===== config.mk =====
export PLATFORM = sky130hd
export DESIGN_NAME = wheel_speed_and_odometer_flat
export DESIGN_NICKNAME = d
export VERILOG_FILES = /design/src/hdl/spd_pkg.sv /design/src/hdl/spd_chan_if.sv /design/src/hdl/spd_cfg.sv /design/src/hdl/spd_divider.sv /design/src/hdl/spd_core.sv /design/src/hdl/wheel_speed_and_odometer.sv /design/src/flat_wrapper.sv
export SDC_FILE = /design/constraint.sdc
export NUM_CORES = 2
export LEC_CHECK = 0
export BUFFER_PORTS_ARGS = -buffer_cell sky130_fd_sc_hd__buf_2
export CAP_MARGIN = 20
export CORE_MARGIN = 2
export CORE_UTILIZATION = 64
export DETAILED_ROUTE_END_ITERATION = 10
export HOLD_SLACK_MARGIN = 0.08
export PLACE_DENSITY = 0.82
export SETUP_SLACK_MARGIN = 0.3
export SYNTH_ARGS = -nofsm -noshare
export SYNTH_HDL_FRONTEND = slang
export SYNTH_SLANG_ARGS = --single-unit
export TNS_END_PERCENT = 10

===== constraint.sdc =====
create_clock -name clk -period 9.65 [get_ports clk]
set_input_delay 0.965 -clock clk [delete_from_list [all_inputs] [get_ports clk]]
set_output_delay 0.965 -clock clk [all_outputs]
set_load 0.005 [all_outputs]

===== src/hdl/spd_pkg.sv =====
package spd_pkg;

    // field widths
    localparam int PULSE_W      = 16;
    localparam int ELAPSED_W    = 8;
    localparam int PERIOD_W     = 16;
    localparam int MM_W         = 16;
    localparam int PPT_W        = 8;
    localparam int SPEED_W      = 16;
    localparam int STEP_W       = 32;
    localparam int ODO_W        = 32;
    localparam int PSUM_W       = 24;
    localparam int TSUM_W       = 17;
    localparam int CFG_IDX_W    = 2;
    localparam int CFG_DATA_W   = 16;

    // shared divider
    localparam int PROD_W       = PSUM_W + MM_W;          // 40
    localparam int SCALED_W     = PROD_W + 6;             // full step times 36
    localparam int DIVIDEND_W   = 48;
    localparam int DIVISOR_W    = TSUM_W + 4;             // window time times ten
    localparam int ITER_W       = 6;
    localparam logic [ITER_W-1:0] ITERS_PPT  = ITER_W'(PROD_W);
    localparam logic [ITER_W-1:0] ITERS_TIME = ITER_W'(SCALED_W);

    localparam int SPEED_NUM    = 36;
    localparam int SPEED_DEN    = 10;

    // register reset values
    localparam logic [PERIOD_W-1:0] UPDATE_PERIOD_RST = 16'd500;
    localparam logic [MM_W-1:0]     MM_PER_TURN_RST   = 16'd2000;
    localparam logic [PPT_W-1:0]    PPT_RST           = 8'd1;

    typedef enum logic [CFG_IDX_W-1:0] {
        CFG_UPDATE_PERIOD   = 2'd0,
        CFG_MM_PER_TURN     = 2'd1,
        CFG_PULSES_PER_TURN = 2'd2
    } cfg_index_t;

    typedef struct packed {
        logic [PULSE_W-1:0]   pulse_delta;
        logic [ELAPSED_W-1:0] elapsed_ms;
        logic                 no_pulse_timeout;
    } sample_t;

    typedef struct packed {
        logic [SPEED_W-1:0] speed_kmh;
        logic [STEP_W-1:0]  distance_step_mm;
        logic [ODO_W-1:0]   odometer_mm;
    } result_t;

    typedef struct packed {
        logic [CFG_IDX_W-1:0]  index;
        logic [CFG_DATA_W-1:0] value;
    } cfg_write_t;

    typedef struct packed {
        logic [PERIOD_W-1:0] update_period_ms;
        logic [MM_W-1:0]     mm_per_turn;
        logic [PPT_W-1:0]    pulses_per_turn;
    } cfg_t;

    typedef struct packed {
        logic                  start;
        logic [DIVIDEND_W-1:0] dividend;   // left aligned
        logic [DIVISOR_W-1:0]  divisor;
        logic [ITER_W-1:0]     iters;
    } div_req_t;

    typedef struct packed {
        logic                  done;
        logic [DIVIDEND_W-1:0] quotient;
    } div_rsp_t;

endpackage


===== src/hdl/spd_chan_if.sv =====
interface spd_chan_if #(
    parameter type payload_t = logic
);
    logic     valid;
    logic     ready;
    payload_t data;

    modport source (output valid, output data, input ready);
    modport sink   (input valid, input data, output ready);
endinterface


===== src/hdl/spd_cfg.sv =====
module spd_cfg #(
    parameter logic [spd_pkg::PERIOD_W-1:0] RST_UPDATE_PERIOD = spd_pkg::UPDATE_PERIOD_RST,
    parameter logic [spd_pkg::MM_W-1:0]     RST_MM_PER_TURN   = spd_pkg::MM_PER_TURN_RST,
    parameter logic [spd_pkg::PPT_W-1:0]    RST_PPT           = spd_pkg::PPT_RST
) (
    input  logic                clk,
    input  logic                rst_n,
    input  logic                wr_en,
    input  spd_pkg::cfg_write_t wr,
    output spd_pkg::cfg_t       cfg
);

    spd_pkg::cfg_t cfg_reg;
    spd_pkg::cfg_t cfg_next;

    always_comb
    begin
        cfg_next = cfg_reg;
        if (wr_en)
        begin
            unique case (spd_pkg::cfg_index_t'(wr.index))
                spd_pkg::CFG_UPDATE_PERIOD:
                    cfg_next.update_period_ms = wr.value[spd_pkg::PERIOD_W-1:0];
                spd_pkg::CFG_MM_PER_TURN:
                    cfg_next.mm_per_turn = wr.value[spd_pkg::MM_W-1:0];
                spd_pkg::CFG_PULSES_PER_TURN:
                    cfg_next.pulses_per_turn = wr.value[spd_pkg::PPT_W-1:0];
                default:
                    cfg_next = cfg_reg;   // unmapped index, dropped
            endcase
        end
    end

    always_ff @(posedge clk or negedge rst_n)
    begin
        if (!rst_n)
        begin
            cfg_reg.update_period_ms <= RST_UPDATE_PERIOD;
            cfg_reg.mm_per_turn      <= RST_MM_PER_TURN;
            cfg_reg.pulses_per_turn  <= RST_PPT;
        end
        else
        begin
            cfg_reg <= cfg_next;
        end
    end

    assign cfg = cfg_reg;

endmodule


===== src/hdl/spd_divider.sv =====
module spd_divider (
    input  logic              clk,
    input  logic              rst_n,
    input  spd_pkg::div_req_t req,
    output spd_pkg::div_rsp_t rsp
);

    localparam int DW = spd_pkg::DIVIDEND_W;
    localparam int VW = spd_pkg::DIVISOR_W;

    logic [DW-1:0]             work_reg, work_next;
    logic [VW-1:0]             rem_reg, rem_next;
    logic [VW-1:0]             dvsr_reg, dvsr_next;
    logic [spd_pkg::ITER_W-1:0] cnt_reg, cnt_next;
    logic                      busy_reg, busy_next;
    logic                      done_reg, done_next;

    logic [VW:0] trial;
    logic [VW:0] diff;
    logic        qbit;

    // one restoring step: bring down the next dividend bit
    assign trial = {rem_reg, work_reg[DW-1]};
    assign diff  = trial - {1'b0, dvsr_reg};
    assign qbit  = (trial >= {1'b0, dvsr_reg});

    always_comb
    begin
        work_next = work_reg;
        rem_next  = rem_reg;
        dvsr_next = dvsr_reg;
        cnt_next  = cnt_reg;
        busy_next = busy_reg;
        done_next = 1'b0;
        if (req.start)
        begin
            work_next = req.dividend;
            rem_next  = '0;
            dvsr_next = req.divisor;
            cnt_next  = req.iters;
            busy_next = 1'b1;
        end
        else if (busy_reg)
        begin
            work_next = {work_reg[DW-2:0], qbit};
            rem_next  = qbit ? diff[VW-1:0] : trial[VW-1:0];
            cnt_next  = cnt_reg - spd_pkg::ITER_W'(1);
            if (cnt_reg == spd_pkg::ITER_W'(1))
            begin
                busy_next = 1'b0;
                done_next = 1'b1;
            end
        end
    end

    always_ff @(posedge clk or negedge rst_n)
    begin
        if (!rst_n)
        begin
            busy_reg <= 1'b0;
            done_reg <= 1'b0;
            cnt_reg  <= '0;
        end
        else
        begin
            busy_reg <= busy_next;
            done_reg <= done_next;
            cnt_reg  <= cnt_next;
        end
    end

    always_ff @(posedge clk)
    begin
        work_reg <= work_next;
        rem_reg  <= rem_next;
        dvsr_reg <= dvsr_next;
    end

    // after n steps the low n bits hold the quotient, the rest is zero
    assign rsp.done     = done_reg;
    assign rsp.quotient = work_reg;

endmodule


===== src/hdl/spd_core.sv =====
module spd_core (
    input  logic             clk,
    input  logic             rst_n,
    input  spd_pkg::cfg_t    cfg,
    input  logic             sample_valid,
    input  spd_pkg::sample_t sample_data,
    output logic             sample_ready,
    output logic             result_valid,
    output spd_pkg::result_t result_data,
    input  logic             result_ready
);

    localparam int PSW = spd_pkg::PSUM_W;
    localparam int TSW = spd_pkg::TSUM_W;
    localparam int PW  = spd_pkg::PROD_W;
    localparam int SW  = spd_pkg::SCALED_W;
    localparam int DW  = spd_pkg::DIVIDEND_W;
    localparam int VW  = spd_pkg::DIVISOR_W;

    typedef enum logic [4:0] {
        ST_IDLE   = 5'b00001,
        ST_MUL    = 5'b00010,
        ST_PPT    = 5'b00100,
        ST_TIME   = 5'b01000,
        ST_FINISH = 5'b10000
    } state_t;

    state_t state_reg, state_next;

    logic [PSW-1:0]             psum_reg, psum_next;
    logic [TSW-1:0]             tsum_reg, tsum_next;
    logic [PSW-1:0]             win_pulse_reg, win_pulse_next;
    logic [TSW-1:0]             win_time_reg, win_time_next;
    logic                       win_tmo_reg, win_tmo_next;
    logic [spd_pkg::STEP_W-1:0]  step_reg, step_next;
    logic [spd_pkg::SPEED_W-1:0] speed_reg, speed_next;
    logic [spd_pkg::ODO_W-1:0]   odo_reg, odo_next;
    logic                       res_valid_reg, res_valid_next;
    spd_pkg::result_t           res_reg, res_next;

    spd_pkg::div_req_t div_req;
    spd_pkg::div_rsp_t div_rsp;

    logic [PSW:0]   psum_add;
    logic [TSW:0]   tsum_add;
    logic [PSW-1:0] psum_sat;
    logic [TSW-1:0] tsum_sat;
    logic           accept;
    logic           close;
    logic           out_free;
    logic [PW-1:0]  product;
    logic [PW-1:0]  full_step;
    logic [SW-1:0]  scaled;
    logic [VW-1:0]  ppt_div;
    logic [VW-1:0]  time_div;
    logic [spd_pkg::ODO_W-1:0] odo_sum;

    spd_divider u_div (
        .clk   (clk),
        .rst_n (rst_n),
        .req   (div_req),
        .rsp   (div_rsp)
    );

    // saturating window sums, item included before the close test
    assign psum_add = {1'b0, psum_reg} + (PSW+1)'(sample_data.pulse_delta);
    assign tsum_add = {1'b0, tsum_reg} + (TSW+1)'(sample_data.elapsed_ms);
    assign psum_sat = psum_add[PSW] ? '1 : psum_add[PSW-1:0];
    assign tsum_sat = tsum_add[TSW] ? '1 : tsum_add[TSW-1:0];
    assign close    = (tsum_sat >= TSW'(cfg.update_period_ms)) || sample_data.no_pulse_timeout;

    assign sample_ready = (state_reg == ST_IDLE);
    assign accept       = sample_valid && sample_ready;
    assign out_free     = !res_valid_reg || result_ready;

    assign product   = PW'(win_pulse_reg) * PW'(cfg.mm_per_turn);
    assign ppt_div   = (cfg.pulses_per_turn == '0) ? VW'(1) : VW'(cfg.pulses_per_turn);
    assign full_step = div_rsp.quotient[PW-1:0];
    assign scaled    = SW'(full_step) * SW'(spd_pkg::SPEED_NUM);
    // step*36/10/t equals step*36/(10*t) in whole numbers
    assign time_div  = VW'(win_time_reg) * VW'(spd_pkg::SPEED_DEN);
    assign odo_sum   = odo_reg + step_reg;

    always_comb
    begin
        state_next     = state_reg;
        psum_next      = psum_reg;
        tsum_next      = tsum_reg;
        win_pulse_next = win_pulse_reg;
        win_time_next  = win_time_reg;
        win_tmo_next   = win_tmo_reg;
        step_next      = step_reg;
        speed_next     = speed_reg;
        odo_next       = odo_reg;
        res_next       = res_reg;
        res_valid_next = res_valid_reg && !result_ready;
        div_req        = '0;

        unique case (state_reg)
            ST_IDLE:
            begin
                if (accept)
                begin
                    if (close)
                    begin
                        win_pulse_next = psum_sat;
                        win_time_next  = tsum_sat;
                        win_tmo_next   = sample_data.no_pulse_timeout;
                        psum_next      = '0;
                        tsum_next      = '0;
                        state_next     = ST_MUL;
                    end
                    else
                    begin
                        psum_next = psum_sat;
                        tsum_next = tsum_sat;
                    end
                end
            end
            ST_MUL:
            begin
                // product straight into the divider load
                div_req.start    = 1'b1;
                div_req.dividend = {product, (DW-PW)'(0)};
                div_req.divisor  = ppt_div;
                div_req.iters    = spd_pkg::ITERS_PPT;
                state_next       = ST_PPT;
            end
            ST_PPT:
            begin
                if (div_rsp.done)
                begin
                    step_next = (|full_step[PW-1:spd_pkg::STEP_W]) ? '1
                              : full_step[spd_pkg::STEP_W-1:0];
                    if (win_tmo_reg || (win_time_reg == '0))
                    begin
                        speed_next = '0;
                        state_next = ST_FINISH;
                    end
                    else
                    begin
                        div_req.start    = 1'b1;
                        div_req.dividend = {scaled, (DW-SW)'(0)};
                        div_req.divisor  = time_div;
                        div_req.iters    = spd_pkg::ITERS_TIME;
                        state_next       = ST_TIME;
                    end
                end
            end
            ST_TIME:
            begin
                if (div_rsp.done)
                begin
                    speed_next = (|div_rsp.quotient[SW-1:spd_pkg::SPEED_W]) ? '1
                               : div_rsp.quotient[spd_pkg::SPEED_W-1:0];
                    state_next = ST_FINISH;
                end
            end
            ST_FINISH:
            begin
                if (out_free)
                begin
                    odo_next                  = odo_sum;
                    res_next.speed_kmh        = speed_reg;
                    res_next.distance_step_mm = step_reg;
                    res_next.odometer_mm      = odo_sum;
                    res_valid_next            = 1'b1;
                    state_next                = ST_IDLE;
                end
            end
            default:
            begin
                state_next = ST_IDLE;
            end
        endcase
    end

    always_ff @(posedge clk or negedge rst_n)
    begin
        if (!rst_n)
        begin
            state_reg     <= ST_IDLE;
            psum_reg      <= '0;
            tsum_reg      <= '0;
            odo_reg       <= '0;
            res_valid_reg <= 1'b0;
        end
        else
        begin
            state_reg     <= state_next;
            psum_reg      <= psum_next;
            tsum_reg      <= tsum_next;
            odo_reg       <= odo_next;
            res_valid_reg <= res_valid_next;
        end
    end

    always_ff @(posedge clk)
    begin
        win_pulse_reg <= win_pulse_next;
        win_time_reg  <= win_time_next;
        win_tmo_reg   <= win_tmo_next;
        step_reg      <= step_next;
        speed_reg     <= speed_next;
        res_reg       <= res_next;
    end

    assign result_valid = res_valid_reg;
    assign result_data  = res_reg;

endmodule


===== src/hdl/wheel_speed_and_odometer.sv =====
// channel  | dir | payload                                          | taken when
// ---------+-----+--------------------------------------------------+--------------------
// sample   | in  | pulse_delta, elapsed_ms, no_pulse_timeout        | valid && ready
// result   | out | speed_kmh, distance_step_mm, odometer_mm         | valid && ready
// cfg      | in  | index, value (update period, mm/turn, pulses/turn)| valid && ready
//
// an item that leaves its window open keeps the block idle; a closing item holds
// the input through a multiply, the pulses-per-turn divide (40-bit quotient) and
// step*36 over ten times the window time (46-bit quotient), all on the shared
// 1-bit/cycle divider; on timeout or zero window time the second divide is skipped
// after reset the block takes items at once; cfg is always ready
// a pending result waits in the output register; only the next closing item stalls on it

module wheel_speed_and_odometer #(
    parameter logic [spd_pkg::PERIOD_W-1:0] RST_UPDATE_PERIOD = spd_pkg::UPDATE_PERIOD_RST,
    parameter logic [spd_pkg::MM_W-1:0]     RST_MM_PER_TURN   = spd_pkg::MM_PER_TURN_RST,
    parameter logic [spd_pkg::PPT_W-1:0]    RST_PPT           = spd_pkg::PPT_RST
) (
    input logic        clk,
    input logic        rst_n,
    spd_chan_if.sink   sample,
    spd_chan_if.source result,
    spd_chan_if.sink   cfg
);

    spd_pkg::cfg_t cfg_regs;

    // register file, written any cycle
    assign cfg.ready = 1'b1;

    spd_cfg #(
        .RST_UPDATE_PERIOD (RST_UPDATE_PERIOD),
        .RST_MM_PER_TURN   (RST_MM_PER_TURN),
        .RST_PPT           (RST_PPT)
    ) u_cfg (
        .clk   (clk),
        .rst_n (rst_n),
        .wr_en (cfg.valid),
        .wr    (cfg.data),
        .cfg   (cfg_regs)
    );

    // accumulate, then multiply and up to two divides on one shared divider
    spd_core u_core (
        .clk          (clk),
        .rst_n        (rst_n),
        .cfg          (cfg_regs),
        .sample_valid (sample.valid),
        .sample_data  (sample.data),
        .sample_ready (sample.ready),
        .result_valid (result.valid),
        .result_data  (result.data),
        .result_ready (result.ready)
    );

endmodule


===== src/flat_wrapper.sv =====
// flat-port wrapper written by rule: the top's interface ports become plain ports
module wheel_speed_and_odometer_flat 
#(
    parameter logic [spd_pkg::PERIOD_W-1:0] RST_UPDATE_PERIOD = spd_pkg::UPDATE_PERIOD_RST,
    parameter logic [spd_pkg::MM_W-1:0]     RST_MM_PER_TURN   = spd_pkg::MM_PER_TURN_RST,
    parameter logic [spd_pkg::PPT_W-1:0]    RST_PPT           = spd_pkg::PPT_RST
)
  (clk, rst_n, sample_valid, sample_data, sample_ready, result_valid, result_data, result_ready, cfg_valid, cfg_data, cfg_ready);
  spd_chan_if #(.payload_t(spd_pkg::sample_t)) sample_i ();
  spd_chan_if #(.payload_t(spd_pkg::result_t)) result_i ();
  spd_chan_if #(.payload_t(spd_pkg::cfg_write_t)) cfg_i ();
  input logic clk;
  input logic rst_n;
  input wire logic [$bits(sample_i.valid)-1:0] sample_valid;
  input wire logic [$bits(sample_i.data)-1:0] sample_data;
  output wire logic [$bits(sample_i.ready)-1:0] sample_ready;
  output wire logic [$bits(result_i.valid)-1:0] result_valid;
  output wire logic [$bits(result_i.data)-1:0] result_data;
  input wire logic [$bits(result_i.ready)-1:0] result_ready;
  input wire logic [$bits(cfg_i.valid)-1:0] cfg_valid;
  input wire logic [$bits(cfg_i.data)-1:0] cfg_data;
  output wire logic [$bits(cfg_i.ready)-1:0] cfg_ready;
  assign sample_i.valid = sample_valid;
  assign sample_i.data = sample_data;
  assign sample_ready = sample_i.ready;
  assign result_valid = result_i.valid;
  assign result_data = result_i.data;
  assign result_i.ready = result_ready;
  assign cfg_i.valid = cfg_valid;
  assign cfg_i.data = cfg_data;
  assign cfg_ready = cfg_i.ready;
  wheel_speed_and_odometer #(.RST_UPDATE_PERIOD(RST_UPDATE_PERIOD), .RST_MM_PER_TURN(RST_MM_PER_TURN), .RST_PPT(RST_PPT)) u_core (.clk(clk), .rst_n(rst_n), .sample(sample_i), .result(result_i), .cfg(cfg_i));
endmodule

### Word level (Yosys, flattened, before mapping)

Cells that the tools add are included.
W data, S select, Z words.

* add/sub/neg operators: 5
* multipliers: 3
* divide/modulo/power cells: 0
* order comparisons: 2
* eq/ne operators: 14
* shifts and indexed selects: 0
* multiplexer cells: 33
* bitwise operators: 0
* reductions and logical operators: 23

Operators with widths (count)
* $mux W76: 2
* $pmux W76 S2: 1
* $mux W48: 2
* $mux W16: 4
* $mux W24: 2
* $mul A40 B4 Y44 const B: 1
* $mul A24 B16 Y40: 1
* $mux W17: 2
* $add A32 B32 Y32: 1
* $pmux W16 S2: 1
* $mux W5: 6
* $reduce_or A30 Y1: 1
* $add A24 B16 Y25: 1
* $pmux W5 S5: 1
* $ge A22 B21 Y1: 1
* $mux W21: 1
* $sub A21 B21 Y21: 1
* $mul A17 B3 Y20 const B: 1
* $add A17 B8 Y18: 1
* $ge A17 B16 Y1: 1
* $logic_not A17 Y1: 1
* $mux W6: 2
* $reduce_and A2 Y1: 6
* $logic_not A8 Y1: 1
* 22 further kinds: 38

* flip-flop bits (word level): 387
* bits in latches: 0
* RAM bits: 0
* bits in read-only memories: 0
* input port bits: 48
* output and inout bits: 83
* word-level logic and storage cells: 102
* memories: 0

### Longest topological paths before layout

* depth in word-level cells: 7
* depth in mapped cells: 26
* mapped depth without buffers: 24

### Modules after synthesis

From an unflattened synthesis, not the netlist that was laid out.

* cell total of the unflattened synthesis: 3498
* area, all modules: 34633.2 um^2

By module, submodules not included
* spd_core: instances 1, cells each 2973, area each 27878.0 um^2, seq. area each 7083.0 um^2
* spd_divider: instances 1, cells each 438, area each 5216.3 um^2, seq. area each 2692.6 um^2
* spd_cfg: instances 1, cells each 85, area each 1527.7 um^2, seq. area each 1017.2 um^2
* wheel_speed_and_odometer: instances 1, cells each 2, area each 11.3 um^2, seq. area each 0.0 um^2

### Worst setup path after synthesis

OpenSTA, ideal clock, no wires.

* path kind: register to register
* from: register u_core.u_cfg.cfg_reg (netlist bit u_core.u_cfg.cfg[17])
* to: register u_core.u_core.u_div.work_reg[47], data pin
* setup time: 0.270 ns
* data arrival time: 6.447 ns
* required time: 9.380 ns
* slack: 2.933 ns
* stages on the path, launching flop included: 24
* buffers on the path: 2
* clock period less this slack: 6.717 ns
* cells stage by stage: dfstp_2 > clkbuf_1 > clkbuf_1 > nand2_1 > fa_1 > inv_1 > fa_1 > fa_1 > fa_1 > fa_1 > inv_1 > fa_1 > inv_1 > ha_1 > nand3_1 > or3_1 > a211oi_1 > o31ai_1 > a21oi_1 > o41a_1 > nor2b_1 > o41ai_1 > xnor2_1 > o211ai_1

* word-level cells in the longest chain between the ends: 3

RTL lines
* start: declaration: RTL line spd_cfg.sv:13 `spd_pkg::cfg_t cfg_reg;`
* start signal: assignment: RTL line spd_cfg.sv:44 `cfg_reg <= cfg_next;`
* $mul A24 B16 Y40: RTL line spd_core.sv:76 `assign product = PW'(win_pulse_reg) * PW'(cfg.mm_per_turn);`
* $pmux W76 S2: RTL line spd_core.sv:99 `unique case (state_reg)`
* $mux W48: RTL line spd_divider.sv:35 `if (req.start)`
* via u_core.u_core.u_div.work_next[47]: RTL line spd_divider.sv:11 `logic [DW-1:0] work_reg, work_next;`
* end signal: assignment: RTL line spd_divider.sv:74 `work_reg <= work_next;`
* end: declaration: RTL line spd_divider.sv:11

The timed path passes the listed nets, and every way through them passes these cells.
A chain may end at the register's enable or synchronous reset.

### Worst setup path in the final report

* from: register u_core.u_cfg.cfg_reg (netlist bit u_core.u_cfg.cfg[11])
* to: register u_core.u_core.u_div.work_reg[47], data pin

Same word-level chain as after synthesis.

==> key figures <==
CTS
  • # hold bufs at CTS: 0
  • Gates resized, CTS repair: 0
  • TritonCTS Sinks: 387
  • Clock transition at path regs: 0.06 ns
  • Largest buffer count on any clock path: 3
  • CTS H-tree lvls: 2
  • Number of setup buffers added after CTS: 0
  • Latest clock arrival within the worst-skew pair: 0.60 ns
  • CTS tree: yes
  • Number of buffers inserted during clock tree synthesis: 45
  • Root buffer cell: clkbuf_16

Routing
  • Starting DRC count in detailed routing: 1,966
  • DRC errors left: 0
  • DR WL/cell: 18.4 um
  • Via count: 25.9k
  • Mean number of vias per cell: 5.97
  • Routed WL: 79,800 um
  • Number of routed nets with antenna violations: 0
  • Iteration count of the initial detailed-routing pass: 6

Global route
  • Maximum number of pins on one net before global-route repair: 86
  • Overall global routing resource usage: 0.291
  • Remaining global-route overflow: 0
  • Initial antenna violation count: 0
  • Vias in the first global route: 26.1k
  • Wire length of the first global-routing pass: 131,000 um

STA
  • Final setup viols: 0
  • RSZ-0062 raised after global routing: false
  • Final Hold Fails: 0
  • Worst-Margin Slew: 1.05 ns
  • Total negative slack for setup checks: 0 ns
  • Maximum clock rate: 133 MHz
  • Worst setup skew after layout: 0.0373 ns
  • Slew Limit Headroom: 0.303
  • Final count of pins violating max slew: 0
  • Post-route worst hold slack: 0.330 ns
  • Tmin final: 7.51 ns
  • Final period util: 0.778

Cells and area
  • Filler cells: 3,968
  • Fraction of final layout cells with drive strength greater than 1: 0.0933
  • Layout overhead on the synthesized area: 7.95%
  • Max reg flops: 80
  • Count of nets after finishing: 4,278

Worst setup path
  • Highest-delay cell along the critical path: dfrtp_1
  • Setup crit start kind: register
  • CP required: 9.97 ns
  • Crit-path max FO: 25
  • Peak per-stage delay on the critical path: 0.87 ns
  • Data arrival at the endpoint of the critical path: 7.83 ns
  • Sequence of cells on the critical path: nand2_1 > fa_1 > fa_1 > fa_1 > fa_1 > inv_1 > fa_1 > inv_1 > fa_1 > inv_1 > ha_1 > and3_1 > and3_1 > o311a_1 > o31ai_1 > a21oi_1 > o41a_1 > nor2b_1 > o41ai_1 > xnor2_1 > o211ai_1
  • Most numerous cell on the critical path: fa_1
  • Startpoint-to-endpoint class of the critical path: reg2reg
  • Kind of end point of the critical path: register

Placement
  • Port-buffer cells: 129
  • Total half-perimeter wirelength after legalization and detailed placement: 60,000 um
  • Weighted congestion reported at the end of routability-driven placement: 0.952

Die
  • Number of placed I/O pins: 131
  • Num rows: 85
  • Die Footprint: 55,700 um2
  • Die Span Y: 236 um
  • Starting utilization of the core area: 0.644
  • CORE AREA: 53,500 um2
  • Floorplan die width: 236 um

Synthesis
  • Share of synthesized registers carrying an async set or reset: 0.328
  • Share of the synthesized area in the top cell type: 0.208
  • Top cells by area in the synthesized netlist: edfxtp_1 21%, fa_1 18%, ha_1 11%, dfrtp_1 8.2%, nand2_1 5.2%
  • EDFF count, synth: 239
  • Synthesis Warnings: 0
  • Synthesized flop and latch total: 387
  • Commonest cells post-synth: 478 x nand2_1, 450 x inv_1, 312 x fa_1, 310 x ha_1, 239 x edfxtp_1
  • Post-Synthesis Mean Instance Area: 9.70 um2
  • Synth area leader: edfxtp_1
  • Most used standard cell by instance count after synthesis: nand2_1
  • Post-Synthesis Cells: 3,549
  • Fraction of the yosys area taken by sequential cells: 0.314
  • Primary flip-flop cell chosen by synthesis mapping: edfxtp_1
  • Cell area after technology mapping: 34,400 um2
  • Number of distinct library cells after synthesis: 77
  • Synth Net Count: 4,219

Run
  • Reported max-cap violation count: 0

Status
  • Result of the run: finished clean

Worst hold path
  • Hold crit path type: in2async
## per-layer routing
| layer | up-vias | part of all wire | global-route usage |
|---|---|---|---|
| li1 | 12000 | - | - |
| met4 | 0 | 0.031 | 0.0969 |
| met5 | - | 0 | 0 |
| met3 | 207 | 0.080 | 0.0442 |
| met1 | 12500 | 0.42 | 0.394 |
| met2 | 1117 | 0.47 | 0.484 |
## cell usage in the layout, fill, tap and decap left out, types with 22 or more instances in the layout
cell type  count
nor2_1       179
and2_1       167
or2_2         46
edfxtp_1     239
ha_1         310
a31oi_1       23
xnor2_1       89
inv_1        448
nor3_1        37
buf_2        128
dfrtp_1      113
a211oi_1      31
a21o_1        95
mux2_2        41
a21oi_1      155
nand4_1       22
clkbuf_16     45
fa_1         312
xor2_1        58
o21bai_1      23
nor2b_1       24
nand2_1      476
o21ai_0      139
nand3_1       59
and3_1        30
o21a_1        25
## worst max-delay path, delay by kind of cell, from the launching register on
family          cells  cell delay [ns]
fa+ha+maj           7             3.46
compound gates      6             1.68
simple gates        4             0.88
flops               1             0.87
xor+xnor            1             0.21
buf+inv             3             0.15
## path summary, 6_finish.rpt
kind | from | end | slack (ns) | depth (start not counted)
worst max-delay path | u_core.u_cfg.cfg[11]$_DFFE_PN0P_ | u_core.u_core.u_div.work_reg[47]$_DFFE_PP_ | 2.14 | 21
worst min-delay path | rst_n | u_core.u_core.odo_reg[3]$_DFFE_PN0P_ | 0.33 | 1
worst max register to register | u_core.u_cfg.cfg[11]$_DFFE_PN0P_ | u_core.u_core.u_div.work_reg[47]$_DFFE_PP_ | 2.14 | 21
worst min register to register | u_core.u_core.speed_reg[4]$_SDFFCE_PN0P_ | u_core.u_core.result_data[68]$_DFFE_PP_ | 0.41 | 0
max in group asynchronous | rst_n | u_core.u_core.psum_reg[6]$_DFFE_PN0P_ | 7.83 | 2
min in group clk | u_core.u_core.speed_reg[4]$_SDFFCE_PN0P_ | u_core.u_core.result_data[68]$_DFFE_PP_ | 0.41 | 0
## cell type report
type | count | area, um2 | share of cell area
Multi-Input combinational cell | 2574 | 21500 | 0.577
Sequential cell | 387 | 10800 | 0.290
Inverter | 452 | 1700 | 0.0457
Clock buffer | 53 | 1180 | 0.0316
Tap cell | 696 | 871 | 0.0234
Timing Repair Buffer | 148 | 795 | 0.0214
Clock inverter | 30 | 372 | 0.0100
Antenna cell | 1 | 2.50 | 0.0000673
## cell families after synthesis
family	Yosys count	share of synthesized area
and+or+nand+nor	1108	0.151
AOI/OAI and AO/OA	636	0.120
adders and majority gates	622	0.294
buffers and inverters	588	0.0647
DFF	387	0.314
xor gates and xnor gates	147	0.0374
muxes	60	0.0189
other	1	0.000109
## through the flow
step,std cells,util,area [um2],setup WS (ns)
6_report,4341,0.695,37200,2.14
5_1_grt,4340,0.695,37200,1.81
4_1_cts,4340,0.695,37200,2.26
3_5_place_dp,4257,0.666,35600,2.23
3_3_place_gp,4257,0.666,35600,2.43
2_1_floorplan,3549,-,34400,2.93
Power is left out: the tool's default activity adds up to more than one toggle a clock period on the data nets, which glitch-free logic cannot reach.
